--- config.mk ---
export PLATFORM = sky130hd
export DESIGN_NAME = positional_list_engine
export DESIGN_NICKNAME = d
export VERILOG_FILES = /design/src/sv/plc_pkg.sv /design/src/sv/plc_cell.sv /design/src/sv/positional_list_engine.sv
export SDC_FILE = /design/constraint.sdc
export NUM_CORES = 1
export LEC_CHECK = 0
export BUFFER_PORTS_ARGS = -buffer_cell sky130_fd_sc_hd__buf_2
export CAP_MARGIN = 10
export CORE_ASPECT_RATIO = 1.25
export CORE_UTILIZATION = 34
export DETAILED_ROUTE_END_ITERATION = 10
export SYNTH_ARGS = -nofsm -noshare
export SYNTH_HDL_FRONTEND = slang
export SYNTH_SLANG_ARGS = --single-unit
--- constraint.sdc ---
create_clock -name clk -period 7.24 [get_ports clk]
set_input_delay 1.086 -clock clk [delete_from_list [all_inputs] [get_ports clk]]
set_output_delay 1.086 -clock clk [all_outputs]
set_load 0.02 [all_outputs]
--- src/sv/plc_pkg.sv ---
// Shared types, codes and sizes for the positional list engine.
package plc_pkg;

	localparam int DEPTH_DEF = 16;
	localparam int DATA_W    = 32;
	localparam int POS_W     = 8;
	localparam int CNT_W     = 5;
	localparam int CMD_W     = 2;
	localparam int ST_W      = 2;
	// Width wide enough to compare a position against the fill plus one.
	localparam int CMP_W     = 9;

	localparam logic [CMD_W-1:0] CMD_INSERT = 2'd0;
	localparam logic [CMD_W-1:0] CMD_DELETE = 2'd1;
	localparam logic [CMD_W-1:0] CMD_DUMP   = 2'd2;

	localparam logic [ST_W-1:0] ST_OK      = 2'd0;
	localparam logic [ST_W-1:0] ST_INVALID = 2'd1;
	localparam logic [ST_W-1:0] ST_FULL    = 2'd2;
	localparam logic [ST_W-1:0] ST_EMPTY   = 2'd3;

	typedef enum logic [2:0] {
		OP_HOLD  = 3'd0,
		OP_LEFT  = 3'd1,
		OP_RIGHT = 3'd2,
		OP_LOAD  = 3'd3,
		OP_WRAP  = 3'd4
	} cell_op_t;

	typedef struct packed {
		cell_op_t op;
	} cell_ctl_t;

	typedef enum logic [2:0] {
		S_IDLE = 3'b001,
		S_RESP = 3'b010,
		S_DUMP = 3'b100
	} state_t;

endpackage

--- src/sv/plc_cell.sv ---
// One storage cell of the list chain, taking data from either neighbour, the load value or the head cell.
module plc_cell
	import plc_pkg::*;
(
	input  logic              clk,
	input  cell_ctl_t         ctl,
	input  logic [DATA_W-1:0] left,
	input  logic [DATA_W-1:0] right,
	input  logic [DATA_W-1:0] wrap,
	input  logic [DATA_W-1:0] load,
	output logic [DATA_W-1:0] data_q
);

	// The held value moves with the chain; contents start undefined.
	always_ff @(posedge clk) begin
		case (ctl.op)
			OP_LEFT:  data_q <= left;
			OP_RIGHT: data_q <= right;
			OP_LOAD:  data_q <= load;
			OP_WRAP:  data_q <= wrap;
			default:  data_q <= data_q;
		endcase
	end

endmodule

--- src/sv/positional_list_engine.sv ---
// Top level of the positional list engine: controller and chain of cells.
//
// The list lives in a row of DEPTH cells, head in cell 0. A valid insert or delete
// shifts every cell behind the position by one place in the cycle the request
// is accepted, so its single result appears on the next cycle; the input stalls
// until that result has been taken. A dump rotates the chain by one cell per
// delivered result, and leaves the list in its original order. No clearing pass
// is needed after reset: only cells below the fill count are ever shown.
module positional_list_engine
	import plc_pkg::*;
#(
	parameter int DEPTH = DEPTH_DEF
) (
	input  logic                     clk,
	input  logic                     arst_n,
	input  logic                     in_valid,
	output logic                     in_stall,
	input  logic [CMD_W-1:0]         command,
	input  logic signed [DATA_W-1:0] value,
	input  logic [POS_W-1:0]         position,
	output logic                     out_valid,
	input  logic                     out_stall,
	output logic [ST_W-1:0]          status,
	output logic signed [DATA_W-1:0] element,
	output logic [CNT_W-1:0]         element_count,
	output logic                     last
);

	localparam int FW = $clog2(DEPTH + 1);

	state_t            state_q;
	logic [FW-1:0]     fill_q;
	logic [FW-1:0]     dcnt_q;
	logic [ST_W-1:0]   status_q;
	logic [DATA_W-1:0] cell_q [DEPTH];
	cell_ctl_t         ctl [DEPTH];

	logic              in_acc;
	logic              out_acc;
	logic [CMP_W-1:0]  pos9;
	logic [CMP_W-1:0]  fill9;
	logic [CMP_W-1:0]  p9;
	logic              ins_ok;
	logic              ins_full;
	logic              del_ok;
	logic              dump_last;
	logic [FW+CNT_W-1:0] fill_ext;

	assign in_acc  = in_valid && !in_stall;
	assign out_acc = out_valid && !out_stall;

	// Position checks against the current fill.
	assign pos9     = {1'b0, position};
	assign fill9    = CMP_W'(fill_q);
	assign p9       = pos9 - CMP_W'(1);
	assign ins_ok   = (position != '0) && (pos9 <= fill9 + CMP_W'(1));
	assign ins_full = fill9 >= CMP_W'(DEPTH);
	assign del_ok   = (position != '0) && (pos9 <= fill9);
	assign dump_last = (dcnt_q == fill_q - FW'(1));

	// Per-cell shift control.
	for (genvar i = 0; i < DEPTH; i++) begin : g_cell
		localparam logic [CMP_W-1:0] IDX = CMP_W'(i);
		logic [DATA_W-1:0] left_d;
		logic [DATA_W-1:0] right_d;

		if (i == 0) begin : g_first
			assign left_d = '0;
		end else begin : g_mid_l
			assign left_d = cell_q[i-1];
		end
		if (i == DEPTH - 1) begin : g_lastc
			assign right_d = '0;
		end else begin : g_mid_r
			assign right_d = cell_q[i+1];
		end

		always_comb begin
			ctl[i].op = OP_HOLD;
			case (state_q)
				S_IDLE: begin
					if (in_acc && command == CMD_INSERT && ins_ok && !ins_full) begin
						if (IDX > p9)
							ctl[i].op = OP_LEFT;
						else if (IDX == p9)
							ctl[i].op = OP_LOAD;
					end else if (in_acc && command == CMD_DELETE && del_ok) begin
						if (IDX >= p9)
							ctl[i].op = OP_RIGHT;
					end
				end
				S_DUMP: begin
					if (out_acc) begin
						if (IDX + CMP_W'(1) < fill9)
							ctl[i].op = OP_RIGHT;
						else if (IDX + CMP_W'(1) == fill9)
							ctl[i].op = OP_WRAP;
					end
				end
				default: ctl[i].op = OP_HOLD;
			endcase
		end

		plc_cell u_cell (
			.clk    (clk),
			.ctl    (ctl[i]),
			.left   (left_d),
			.right  (right_d),
			.wrap   (cell_q[0]),
			.load   (value),
			.data_q (cell_q[i])
		);
	end

	// Request sequencing, fill count and status register.
	always_ff @(posedge clk or negedge arst_n) begin
		if (!arst_n) begin
			state_q  <= S_IDLE;
			fill_q   <= '0;
			dcnt_q   <= '0;
			status_q <= ST_OK;
		end else begin
			case (state_q)
				S_IDLE: begin
					if (in_acc) begin
						state_q <= S_RESP;
						dcnt_q  <= '0;
						case (command)
							CMD_INSERT: begin
								if (!ins_ok) begin
									status_q <= ST_INVALID;
								end else if (ins_full) begin
									status_q <= ST_FULL;
								end else begin
									status_q <= ST_OK;
									fill_q   <= fill_q + FW'(1);
								end
							end
							CMD_DELETE: begin
								if (!del_ok) begin
									status_q <= ST_INVALID;
								end else begin
									status_q <= ST_OK;
									fill_q   <= fill_q - FW'(1);
								end
							end
							CMD_DUMP: begin
								if (fill_q == '0) begin
									status_q <= ST_EMPTY;
								end else begin
									status_q <= ST_OK;
									state_q  <= S_DUMP;
								end
							end
							default: status_q <= ST_INVALID;
						endcase
					end
				end
				S_RESP: begin
					if (out_acc)
						state_q <= S_IDLE;
				end
				S_DUMP: begin
					if (out_acc) begin
						dcnt_q <= dcnt_q + FW'(1);
						if (dump_last)
							state_q <= S_IDLE;
					end
				end
				default: state_q <= S_IDLE;
			endcase
		end
	end

	// Result fields; a dump shows the head cell as the chain rotates.
	assign fill_ext      = {{CNT_W{1'b0}}, fill_q};
	assign in_stall      = (state_q != S_IDLE);
	assign out_valid     = (state_q == S_RESP) || (state_q == S_DUMP);
	assign status        = (state_q == S_DUMP) ? ST_OK : status_q;
	assign element       = (state_q == S_DUMP) ? cell_q[0] : '0;
	assign element_count = fill_ext[CNT_W-1:0];
	assign last          = (state_q == S_DUMP) ? dump_last : 1'b1;

endmodule

# Yosys cells after proc, flatten, opt, wreduce, memory -nomap -nowiden
# Cells that the tools add are included.
# totals
latchBits	0
out_inout_bits	42
ff_bits	527
rom_bits	0
mem_count	0
word_cells	406
mem_bits_rw	0
# op_classes
magnitude_cmp	51
n_shift	0
multipliers	0
add_sub_neg	5
muxes	182
div_mod_pow	0
bitwise	0
n_reduce_logical	40
eq_ne	108
# ops
cell	count
32-bit one-hot mux with 4 select lines	14
3-bit 2-to-1 mux	70
32-bit one-hot mux with 3 select lines	2
2-bit 2-to-1 mux	68
3-bit by 2-bit equality test with 1-bit output, second input constant	33
3-bit one-hot mux with 2 select lines	16
4-bit by 9-bit equality test with 1-bit output, first input constant	8
4-bit by 9-bit greater-or-equal comparator with 1-bit output, first input constant	8
4-bit by 9-bit greater-than comparator with 1-bit output, first input constant	8
4-bit nonzero test	14
3-bit by 1-bit equality test with 1-bit output, second input constant	17
3-bit equality test, second input constant	16
4-bit by 5-bit equality test with 1-bit output, first input constant	8
4-bit by 5-bit less-than comparator with 1-bit output, first input constant	8
3-bit by 9-bit equality test with 1-bit output, first input constant	4
3-bit by 9-bit greater-or-equal comparator with 1-bit output, first input constant	4
3-bit by 9-bit greater-than comparator with 1-bit output, first input constant	4
32-bit 2-to-1 mux	1
5-bit 2-to-1 mux	5
3-bit by 5-bit equality test with 1-bit output, first input constant	4
3-bit by 5-bit less-than comparator with 1-bit output, first input constant	4
5-bit one-hot mux with 2 select lines	2
2-bit by 9-bit equality test with 1-bit output, first input constant	2
1-bit by 9-bit greater-or-equal comparator with 1-bit output, first input constant	2
39 further kinds	64

# Depth between registers and ports, before layout
# logic_depth
ltp_word	11
depth_mapped	16
ltp_nobuf	12

# Cells and area by module
# A second synthesis with hierarchy kept.
# hier_totals
cells_unflattened	2844
hier_area_um2	33661.0
# modules_own_cells
module	instances	seq_area_each_um2	cells_each	area_per_inst_um2
plc_cell	16	960.9	154	1935.6
positional_list_engine	1	376.6	380	2691.3

# Least setup slack after synthesis
# No wires, ideal clock.
# synth_path
path_kind	reg-to-reg
startpoint	register fill_q[4] (netlist: element_count[4])
endpoint	register g_cell[13].u_cell.data_q[0] (enable)
setup_ns	0.533
arrival_time_ns	6.451
stages_incl_launch_ff	11
path_buffers	2
path_slack_ns	0.256
cell_sequence	dfrtp_1 > clkbuf_1 > clkbuf_1 > inv_1 > or3_1 > ha_1 > nand4_1 > o22ai_1 > a41o_1 > nand3_2 > o311ai_0
# synth_via
elab_chain_len	9
# synth_lines
element	line_no	text
from (decl)	positional_list_engine.sv:32	logic [FW-1:0] fill_q;
from (signal assigned)	positional_list_engine.sv:136	fill_q <= fill_q + FW'(1);
from (signal assigned)	positional_list_engine.sv:144	fill_q <= fill_q - FW'(1);
5-bit by 1-bit adder with 6-bit output	positional_list_engine.sv:56	assign ins_ok = (position != '0) && (pos9 <= fill9 + CMP_W'(1));
8-bit by 6-bit less-or-equal comparator with 1-bit output	positional_list_engine.sv:56	
1-bit logical AND	positional_list_engine.sv:56	
1-bit logical AND (2 in series)	positional_list_engine.sv:82	if (in_acc && command == CMD_INSERT && ins_ok && !ins_full) begin
3-bit 2-to-1 mux	positional_list_engine.sv:82	
3-bit one-hot mux with 2 select lines (*)	positional_list_engine.sv:80	case (state_q)
3-bit by 1-bit equality test with 1-bit output, or another cell as far along	plc_cell.sv:16	case (ctl.op)
4-bit nonzero test (no source line) (*)	n/a	
to (signal assigned)	plc_cell.sv:17	OP_LEFT: data_q <= left;
to (signal assigned)	plc_cell.sv:18	OP_RIGHT: data_q <= right;
to (signal assigned)	plc_cell.sv:19	OP_LOAD: data_q <= load;
to (decl)	plc_cell.sv:11	output logic [DATA_W-1:0] data_q
# Mark *: on every way between the ends. The rest lies on a longest branch, timed or not.
# A chain may end at the register's enable or synchronous reset.

# Final worst setup path
# layout_path
startpoint	register fill_q[3] (netlist: element_count[3])
endpoint	register g_cell[3].u_cell.data_q[31], data pin
# layout_via
elab_chain_len	9
# layout_lines
element	line_no
5-bit by 1-bit adder with 6-bit output	positional_list_engine.sv:56
8-bit by 6-bit less-or-equal comparator with 1-bit output	positional_list_engine.sv:56
1-bit logical AND	positional_list_engine.sv:56
1-bit logical AND (2 in series)	positional_list_engine.sv:82
3-bit 2-to-1 mux	positional_list_engine.sv:82
3-bit one-hot mux with 2 select lines (*)	positional_list_engine.sv:80
3-bit equality test, or another cell as far along	plc_cell.sv:16
32-bit one-hot mux with 4 select lines (*)	plc_cell.sv:16
to (signal assigned)	plc_cell.sv:17
to (signal assigned)	plc_cell.sv:18
to (signal assigned)	plc_cell.sv:19
to (decl)	plc_cell.sv:11
# Marks and branches as above.

==> impl_metrics.py <==
metrics = {
    "status": {
        "status": "complete, no violations",
    },
    "cells_and_area": {
        "fillers": 9116,
        "multiInputGateArea_sq_um": 14600,
        "area_growth_pct": 10.4,
        "nNetsFinal": 2924,
        "fin_area_sq_um": 35400,
        "regArea_sq_um": 15800,
        "mostFrequentLayoutCells": "edfxtp_1, nand2_1, a22oi_1",
        "drive_gt1_share_pct": 15.3,
        "mostFrequentLayoutCell": "edfxtp_1",
    },
    "timing": {
        "setup-tns-final_ns": 0,
        "slew-limit-headroom_pct": 18.0,
        "hold_violations": 0,
        "final.setup.worst_slack_ns": 1.67,
        "fin_crit_sh_pct": 76.9,
        "fmax_mhz": 180,
        "fin_crit_ns": 5.57,
        "skew_ns": 0.0435,
        "grt_setup_unrepaired": "false",
        "drv_slew": 0,
        "hold_slack_ns": 0.367,
        "tightest_slew_ns": 1.22,
        "finalSetupViolations": 0,
    },
    "worst_setup_path": {
        "end_kind": "flip-flop",
        "crit_type": "flip-flop to flip-flop",
        "cp_max_fo": 32,
        "start_kind": "flip-flop",
        "reg2reg_setup_slack_ns": 1.67,
        "arrival_ns": 5.93,
        "required_ns": 7.60,
    },
    "clock_network": {
        "cts.clk_slew.worst_paths_ns": 0.07,
        "cts_tree": "done",
        "clock-sinks": 527,
        "h-tree-depth": 2,
        "post-cts-setup-buffer-count": 0,
        "ctsHoldBuffers": 0,
        "clk_path_buf_depth": 3,
        "root_buffer": "clkbuf_16",
        "clkLatencyLatePin_ns": 0.65,
        "post_cts_resized": 0,
        "cts_buffers": 54,
    },
    "global_route": {
        "first_global_vias": 25300,
        "grt_max_degree": 65,
        "track_usage_pct": 21.9,
        "grt_overflow": 0,
        "grt_pass1_wl_microns": 164000,
        "antenna_found_initial": 5,
    },
    "power": {
        "ir_worst_vdd_mv": 0.184,
        "p_leak_nw": 12.5,
        "p_per_area_nw_per_um2": 218,
    },
    "placement": {
        "dpl_cell_area_sq_um": 33500,
        "place.gp.congestion": 0.942,
        "port_buffers": 87,
        "hpwlAfterDp_microns": 75600,
        "pre_cts_slack_ns": 1.35,
    },
    "logic_synthesis": {
        "netlist_area_sq_um": 32100,
        "ys_ff_latch": 527,
        "synth_top_area_share_pct": 47.9,
        "synth_warnings": 0,
        "synth_top_flop_cell": "edfxtp_1",
        "synth_cell_types": 103,
        "async_reset_ff_share_pct": 2.85,
        "synth-edff-count": 512,
        "ys_seq_area_share_pct": 49.1,
        "yosys-top-cells-area": "edfxtp_1, mux2i_1, a22oi_1, a221o_1, clkbuf_1",
        "syn_nets": 3043,
        "synthCells": 2977,
        "syn_avg_cell_area_sq_um": 10.8,
        "synth_top_area_cell": "edfxtp_1",
    },
    "floorplanning": {
        "dieArea_sq_um": 95600,
        "coreArea_sq_um": 93200,
        "fp.dieH_microns": 346,
        "fp.dieW_microns": 277,
        "rows": 125,
        "initial_utilization_pct": 34.4,
        "ios": 88,
    },
    "hold_path": {
        "hold_class": "input pin to async pin",
    },
    "job": {
        "drv_cap": 0,
    },
    "drt": {
        "drc": 0,
        "routedWlPerCell_microns": 26.0,
        "drt_pre_antenna_iters": 7,
        "drt_first_iter_violations": 3077,
        "via_per_inst": 6.20,
        "ant_nets": 0,
        "totalWireLength_microns": 107000,
        "vias": 25500,
    },
}
-- worst max-delay path: stages, from the launching register on --
cell      delay, ns
dfrtp_1        0.73
clkinv_1       0.42
nor2_1         0.24
nand2_1        0.11
xnor2_1        0.15
ha_1           0.30
o21a_1         0.19
o22ai_1        0.18
a41oi_1        0.07
buf_4          0.22
or4_1          0.76
nor2_4         0.56
or3_2          0.94
mux2_2         0.41
-- sequential cells by signal, indices dropped and copies added, names as in the netlist --
name,cells
dcnt_q,5
element_count,5
status_q,2
state_q,3
g_cell.u_cell.data_q,512
-- layout make-up --
type                       count  share of cell area, %
tap                         1206                   4.26
antenna                        3                 0.0212
multi-input combinational   1976                   41.3
sequential                   527                   44.4
clock inverter                42                   1.38
inverter                     100                   1.06
timing repair buffer         199                   3.60
clock buffer                  60                   3.94
-- power breakdown --
group,switching (mW),total [mW],internal [mW]
combinational,0.724,1.09,0.368
sequential,0.113,3.60,3.49
clock,1.31,3.03,1.72
-- metal layers --
layer  global-route usage, %  wire length, microns  up-vias
met5                       0                     0        -
met4                    7.20                  3350        0
met3                    2.53                  7900      189
met2                    36.7                 51300     1186
met1                    29.2                 44400    12700
li1                        -                     -    11500
-- synthesized netlist by cell type (24+ instances only) --
| cell type | count |
|---|---|
| a211o_1 | 32 |
| a21o_1 | 34 |
| a21oi_1 | 57 |
| a221o_1 | 133 |
| a222oi_1 | 34 |
| a22o_1 | 92 |
| a22oi_1 | 195 |
| a2bb2oi_1 | 24 |
| a31oi_1 | 103 |
| and2_1 | 81 |
| and3_1 | 33 |
| buf_2 | 77 |
| clkbuf_1 | 265 |
| edfxtp_1 | 512 |
| inv_1 | 99 |
| mux2_2 | 50 |
| mux2_4 | 26 |
| mux2i_1 | 165 |
| nand2_1 | 233 |
| nand3_1 | 81 |
| nor2_1 | 107 |
| nor3_1 | 120 |
| o211ai_1 | 77 |
| o21ai_0 | 46 |
| o221ai_1 | 24 |
-- kinds of logic after synthesis --
kind of cell / count (synthesis) / share of synthesized area, %
AOI/OAI and AO/OA: 948 / 23.6
and+or+nand+nor: 739 / 11.5
DFF: 527 / 49.1
buffers and inverters: 474 / 6.20
muxes: 248 / 8.36
xor gates and xnor gates: 21 / 0.573
adders and majority gates: 20 / 0.780
-- stage by stage --
stage / total power, mW / util [%] / cells
after floorplan: 4.38 / - / 2977
after global placement: 4.73 / 36.0 / 4008
after detailed placement: 4.75 / 36.0 / 4008
after CTS: 7.75 / 38.0 / 4110
after global routing: 7.96 / 38.0 / 4112
final: 7.73 / 38.0 / 4113
-- worst paths after layout --
check / from / to / cells past startpoint
max reg2reg: element_count[3] / g_cell[3].u_cell.data_q[31] / 13
max: element_count[3] / g_cell[3].u_cell.data_q[31] / 13
min reg2reg: status_q[1] / status_q[1] / 2
min: arst_n / element_count[4] / 1
max in group asynchronous: arst_n / state_q[0] / 1
min in group clk: status_q[1] / status_q[1] / 2
(Power assumes the default switching activity.)
